--- src/afk_pkg.sv ---
// ----------------------------------------------------------------------------
// afk_pkg - shared types and constants for the arm forward kinematics block
// Holds the CORDIC arctangent table, gain, position limit and config indexes.
// ----------------------------------------------------------------------------
`default_nettype none
package afk_pkg;

    localparam int TABLE_LEN = 24;
    localparam logic signed [31:0] CORDIC_GAIN_Q30 = 32'sd652032874;
    localparam logic signed [18:0] POS_LIMIT = 19'sd262143;

    localparam logic CFG_UPPER = 1'b0;
    localparam logic CFG_LOWER = 1'b1;

    // sine and cosine of one joint, Q1.15
    typedef struct packed {
        logic signed [15:0] s;
        logic signed [15:0] c;
    } sincos_t;

    function automatic logic signed [31:0] atan_entry(input logic [4:0] idx);
        logic signed [31:0] r;
        case (idx)
            5'd0: r = 32'sd268435456;
            5'd1: r = 32'sd158466703;
            5'd2: r = 32'sd83729454;
            5'd3: r = 32'sd42502378;
            5'd4: r = 32'sd21333666;
            5'd5: r = 32'sd10677233;
            5'd6: r = 32'sd5339919;
            5'd7: r = 32'sd2670123;
            5'd8: r = 32'sd1335082;
            5'd9: r = 32'sd667543;
            5'd10: r = 32'sd333772;
            5'd11: r = 32'sd166886;
            5'd12: r = 32'sd83443;
            5'd13: r = 32'sd41722;
            5'd14: r = 32'sd20861;
            5'd15: r = 32'sd10430;
            5'd16: r = 32'sd5215;
            5'd17: r = 32'sd2608;
            5'd18: r = 32'sd1304;
            5'd19: r = 32'sd652;
            5'd20: r = 32'sd326;
            5'd21: r = 32'sd163;
            5'd22: r = 32'sd81;
            5'd23: r = 32'sd41;
            default: r = 32'sd0;
        endcase
        return r;
    endfunction

endpackage
`default_nettype wire

--- src/afk_cordic.sv ---
// ----------------------------------------------------------------------------
// afk_cordic - pipelined CORDIC sine/cosine lane
// One rotation stage per cycle while en is high; the folded input, each rotation stage and the output are registered.
// ----------------------------------------------------------------------------
`default_nettype none
module afk_cordic
    import afk_pkg::*;
#(
    parameter int STAGES = 16
) (
    input  wire               clk,
    input  wire               en,
    input  wire signed [15:0] angle,
    output sincos_t           result
);

    localparam int NS = (STAGES > TABLE_LEN) ? TABLE_LEN : STAGES;

    logic signed [33:0] x_reg [0:NS];
    logic signed [33:0] y_reg [0:NS];
    logic signed [31:0] z_reg [0:NS];
    logic               neg_reg [0:NS];
    sincos_t            out_reg;

    logic signed [16:0] a_fold;
    logic               neg_next;

    // fold into [-pi/2, pi/2]
    always_comb
    begin
        a_fold   = 17'(angle);
        neg_next = 1'b0;
        if (angle > 16'sd16384)
        begin
            a_fold   = 17'(angle) - 17'sd32768;
            neg_next = 1'b1;
        end
        else if (angle < -16'sd16384)
        begin
            a_fold   = 17'(angle) + 17'sd32768;
            neg_next = 1'b1;
        end
    end

    always_ff @(posedge clk)
    begin
        if (en)
        begin
            x_reg[0]   <= 34'(CORDIC_GAIN_Q30);
            y_reg[0]   <= '0;
            z_reg[0]   <= 32'(a_fold) <<< 15;
            neg_reg[0] <= neg_next;
        end
    end

    for (genvar i = 0; i < NS; i++)
    begin : g_stage
        always_ff @(posedge clk)
        begin
            if (en)
            begin
                neg_reg[i+1] <= neg_reg[i];
                if (z_reg[i] >= 0)
                begin
                    x_reg[i+1] <= x_reg[i] - (y_reg[i] >>> i);
                    y_reg[i+1] <= y_reg[i] + (x_reg[i] >>> i);
                    z_reg[i+1] <= z_reg[i] - atan_entry(5'(i));
                end
                else
                begin
                    x_reg[i+1] <= x_reg[i] + (y_reg[i] >>> i);
                    y_reg[i+1] <= y_reg[i] - (x_reg[i] >>> i);
                    z_reg[i+1] <= z_reg[i] + atan_entry(5'(i));
                end
            end
        end
    end

    function automatic logic signed [15:0] to_q15(input logic signed [33:0] v,
                                                 input logic neg);
        logic signed [33:0] r;
        r = (v + 34'sd16384) >>> 15;
        if (neg)
            r = -r;
        if (r > 34'sd32767)
            r = 34'sd32767;
        if (r < -34'sd32768)
            r = -34'sd32768;
        return r[15:0];
    endfunction

    always_ff @(posedge clk)
    begin
        if (en)
        begin
            out_reg.s <= to_q15(y_reg[NS], neg_reg[NS]);
            out_reg.c <= to_q15(x_reg[NS], neg_reg[NS]);
        end
    end

    assign result = out_reg;

endmodule
`default_nettype wire

--- config.mk ---
export PLATFORM = sky130hd
export DESIGN_NAME = afk_cordic
export DESIGN_NICKNAME = d
export VERILOG_FILES = /design/src/afk_pkg.sv /design/src/afk_cordic.sv
export SDC_FILE = /design/constraint.sdc
export NUM_CORES = 2
export LEC_CHECK = 0
export BUFFER_PORTS_ARGS = -buffer_cell sky130_fd_sc_hd__buf_2
export CELL_PAD_IN_SITES_DETAIL_PLACEMENT = 1
export CELL_PAD_IN_SITES_GLOBAL_PLACEMENT = 1
export CORE_UTILIZATION = 47
export CTS_BUF_LIST = sky130_fd_sc_hd__clkbuf_16
export DETAILED_ROUTE_END_ITERATION = 10
export PLACE_DENSITY_LB_ADDON = 0.1
export REMOVE_ABC_BUFFERS = 1
export SLEW_MARGIN = 0
export SYNTH_ARGS = -nofsm -noshare
export SYNTH_HDL_FRONTEND = slang
export SYNTH_SLANG_ARGS = --single-unit
--- constraint.sdc ---
create_clock -name clk -period 5.1 [get_ports clk]
set_input_delay 0.51 -clock clk [delete_from_list [all_inputs] [get_ports clk]]
set_output_delay 0.51 -clock clk [all_outputs]
set_load 0.005 [all_outputs]
==> results.py <==
metrics = {
    "placement": {
        "portBuffers": 49,
        "gp_congestion": 0.938,
        "hpwlAfterDp_um": 306000,
        "place_area_um2": 132000,
    },
    "global_route": {
        "antenna_found_initial": 1,
        "grt_max_degree": 114,
        "grt_use_total_pct": 28.5,
        "grt_pass1_wl_um": 586000,
        "grt_pass1_vias": 105000,
        "grt-ovfl-total": 0,
    },
    "sta": {
        "fmax_ghz": 0.200,
        "fin_skew_ns": 0.0560,
        "hold_viol": 0,
        "fin_crit_sh_pct": 97.9,
        "period_needed_ns": 4.99,
        "setup_viol_count_final": 0,
        "rsz0062_at_grt": "yes",
        "worst_slew_pin_slew_ns": 1.10,
        "slew_headroom_pct": 26.5,
        "final-max-slew-violation-count": 0,
        "hold-worst-slack_ns": 0.260,
    },
    "floorplanning": {
        "chipHeight_um": 508,
        "io-pin-count": 50,
        "start_util_pct": 47.3,
        "die_area_um2": 258000,
        "core-area_um2": 254000,
        "fp.dieW_um": 508,
        "core.rowCount": 185,
    },
    "worst_setup_path": {
        "cp_max_fo": 25,
        "required_ns": 5.69,
        "critical_path_class": "flop to flop",
        "start_kind": "flop",
        "critical_path.endpoint_type": "flop",
        "crit_arrival_ns": 5.58,
    },
    "route": {
        "drc": 0,
        "ant_nets": 0,
        "drt_iter0_markers": 5129,
        "detail_route.vias_per_cell": 5.88,
        "drt_wl_total_um": 379000,
        "first_pass_iters": 5,
        "via_count": 100000,
        "wire_per_inst_um": 22.2,
    },
    "yosys": {
        "ys_ff_latch": 1441,
        "syn_area_um2": 120000,
        "async_flop_share_pct": 0,
        "synth_ff_type": "edfxtp_1",
        "synth_largest_area_cell": "edfxtp_1",
        "synth_top_area_share_pct": 36.0,
        "syn_avg_cell_area_um2": 9.66,
        "synth_area_leaders": "edfxtp_1 (36%), ha_1 (14%), xnor2_1 (8.7%), a21oi_1 (5.0%), xor2_1 (4.6%)",
        "ys_types": 90,
        "yosysSeqAreaShare_pct": 36.0,
        "yosysMostFrequentCell": "edfxtp_1",
        "netlist_instances": 12500,
        "synth_edf_count": 1441,
        "synth_warnings": 0,
        "synth_common_cells": "edfxtp_1 (1441), ha_1 (1353), a21oi_1 (1202)",
    },
    "clocking": {
        "clockBufferDepth": 3,
        "clk_latency_ns": 0.88,
        "root_buffer": "clkbuf_16",
        "cts_buffers": 171,
        "path_clk_slew_ns": 0.06,
        "htree_levels": 4,
        "cts_sinks": 1441,
        "cts_tree": "built",
    },
    "run_status": {
        "status": "completed",
    },
    "cells_and_area": {
        "drive_above_1_share_pct": 12.7,
        "synthToLayoutAreaGrowth_pct": 15.9,
        "fin_area_um2": 139000,
        "final_util_pct": 54.9,
        "largest_reg_flops": 497,
        "num-nets-final": 15000,
        "fill_cells": 28500,
    },
    "hold_path": {
        "hp-class": "input port to flop",
    },
    "run": {
        "drv_cap": 0,
    },
}
==> repair_timing <==
item / 4_1_cts / 5_1_grt
pin swaps: 8 / 82
setup buffers: 2 / 43
resized for setup: 54 / 278
hold endpoints to repair: 18 / 0
cloned: 0 / 3
setup endpoints to repair: 58 / 136
hold buffers: 16 / 0
==> stage by stage <==
step / instances / setup WS, ns / TNS [ns]
2_1_floorplan: 12300 / -1.12 / -60.29
5_1_grt: 17100 / -0.0858 / -0.497
3_3_place_gp: 16700 / -0.346 / -4.32
3_5_place_dp: 16700 / -0.391 / -5.97
4_1_cts: 17000 / 0.00173 / 0
6_report: 17100 / 0.106 / 0
==> routing by layer <==
metal	wire length (um)	up-vias	part of all wire (%)	GRT usage, %
met5	0	-	0	0
li1	-	48600	-	-
met2	191000	1498	51	51.9
met1	163000	49600	43	34.7
met4	14100	0	3.7	10.0
met3	10300	617	2.7	2.63
==> path summary, 6_finish.rpt <==
check | cells past startpoint | to | startpoint | slack, ns
worst max register to register | 21 | y_reg[15][32] | z_reg[14][17] | 0.11
worst min-delay path | 3 | z_reg[13][2] | en | 0.26
worst min register to register | 0 | z_reg[1][19] | z_reg[0][19] | 0.42
worst max-delay path | 21 | y_reg[15][32] | z_reg[14][17] | 0.11
==> placed cells by master, fill, tap and decap left out, types with 163 or more instances in the layout <==
cell / synthesis / routed
a21o_1: 542 / 542
a21oi_1: 1202 / 1165
buf_4: 0 / 1019
clkbuf_16: 0 / 174
edfxtp_1: 1441 / 1441
ha_1: 1353 / 1349
inv_1: 443 / 471
nand2_1: 780 / 762
nand2b_1: 227 / 226
nand3_1: 209 / 208
nor2_1: 944 / 933
nor3_1: 287 / 265
o21a_1: 231 / 230
o21ai_0: 729 / 683
o31ai_1: 178 / 163
xnor2_1: 1198 / 1198
xor2_1: 633 / 633
==> worst max-delay path, stage by stage (launching register included) <==
cell      delay (ns)
edfxtp_1        0.42
nor4_2          0.29
nand4_1         0.27
o21ai_2         0.24
or2_4           0.23
inv_1           0.11
buf_12          0.14
buf_12          0.15
a21oi_2         0.13
xnor2_1         0.17
ha_1            0.29
a211oi_2        0.27
o21bai_1        0.14
a221o_1         0.40
a21oi_1         0.21
o21a_2          0.23
o21ai_1         0.13
a31oi_2         0.23
a21oi_2         0.11
a41o_1          0.26
a21oi_1         0.17
xnor2_1         0.08
==> area by class of cell <==
| cell class | count | area (um^2) | area share, % |
|---|---|---|---|
| antenna | 1 | 2.50 | 0.00179 |
| inverter | 452 | 1710 | 1.22 |
| tap | 3366 | 4210 | 3.02 |
| sequential | 1441 | 43300 | 31.0 |
| timing repair buffer | 1112 | 8610 | 6.18 |
| multi-input combinational | 10400 | 75900 | 54.4 |
| clock inverter | 146 | 1470 | 1.05 |
| clock buffer | 171 | 4280 | 3.07 |
==> cell families (layout without fill, tap and decap cells) <==
family	after synthesis	count (layout)	share of synthesized area (%)
other cells	0	1	0
compound gates	3772	3772	19.9
buf+inv	646	1881	2.02
simple gates	3287	3287	13.2
fa+ha+maj	1395	1395	14.8
mux	83	83	0.726
flops	1441	1441	36.0
xor+xnor	1831	1831	13.3
Power is not shown: default switching activity piles up to over one toggle a cycle in this logic, so the estimate is an artifact.
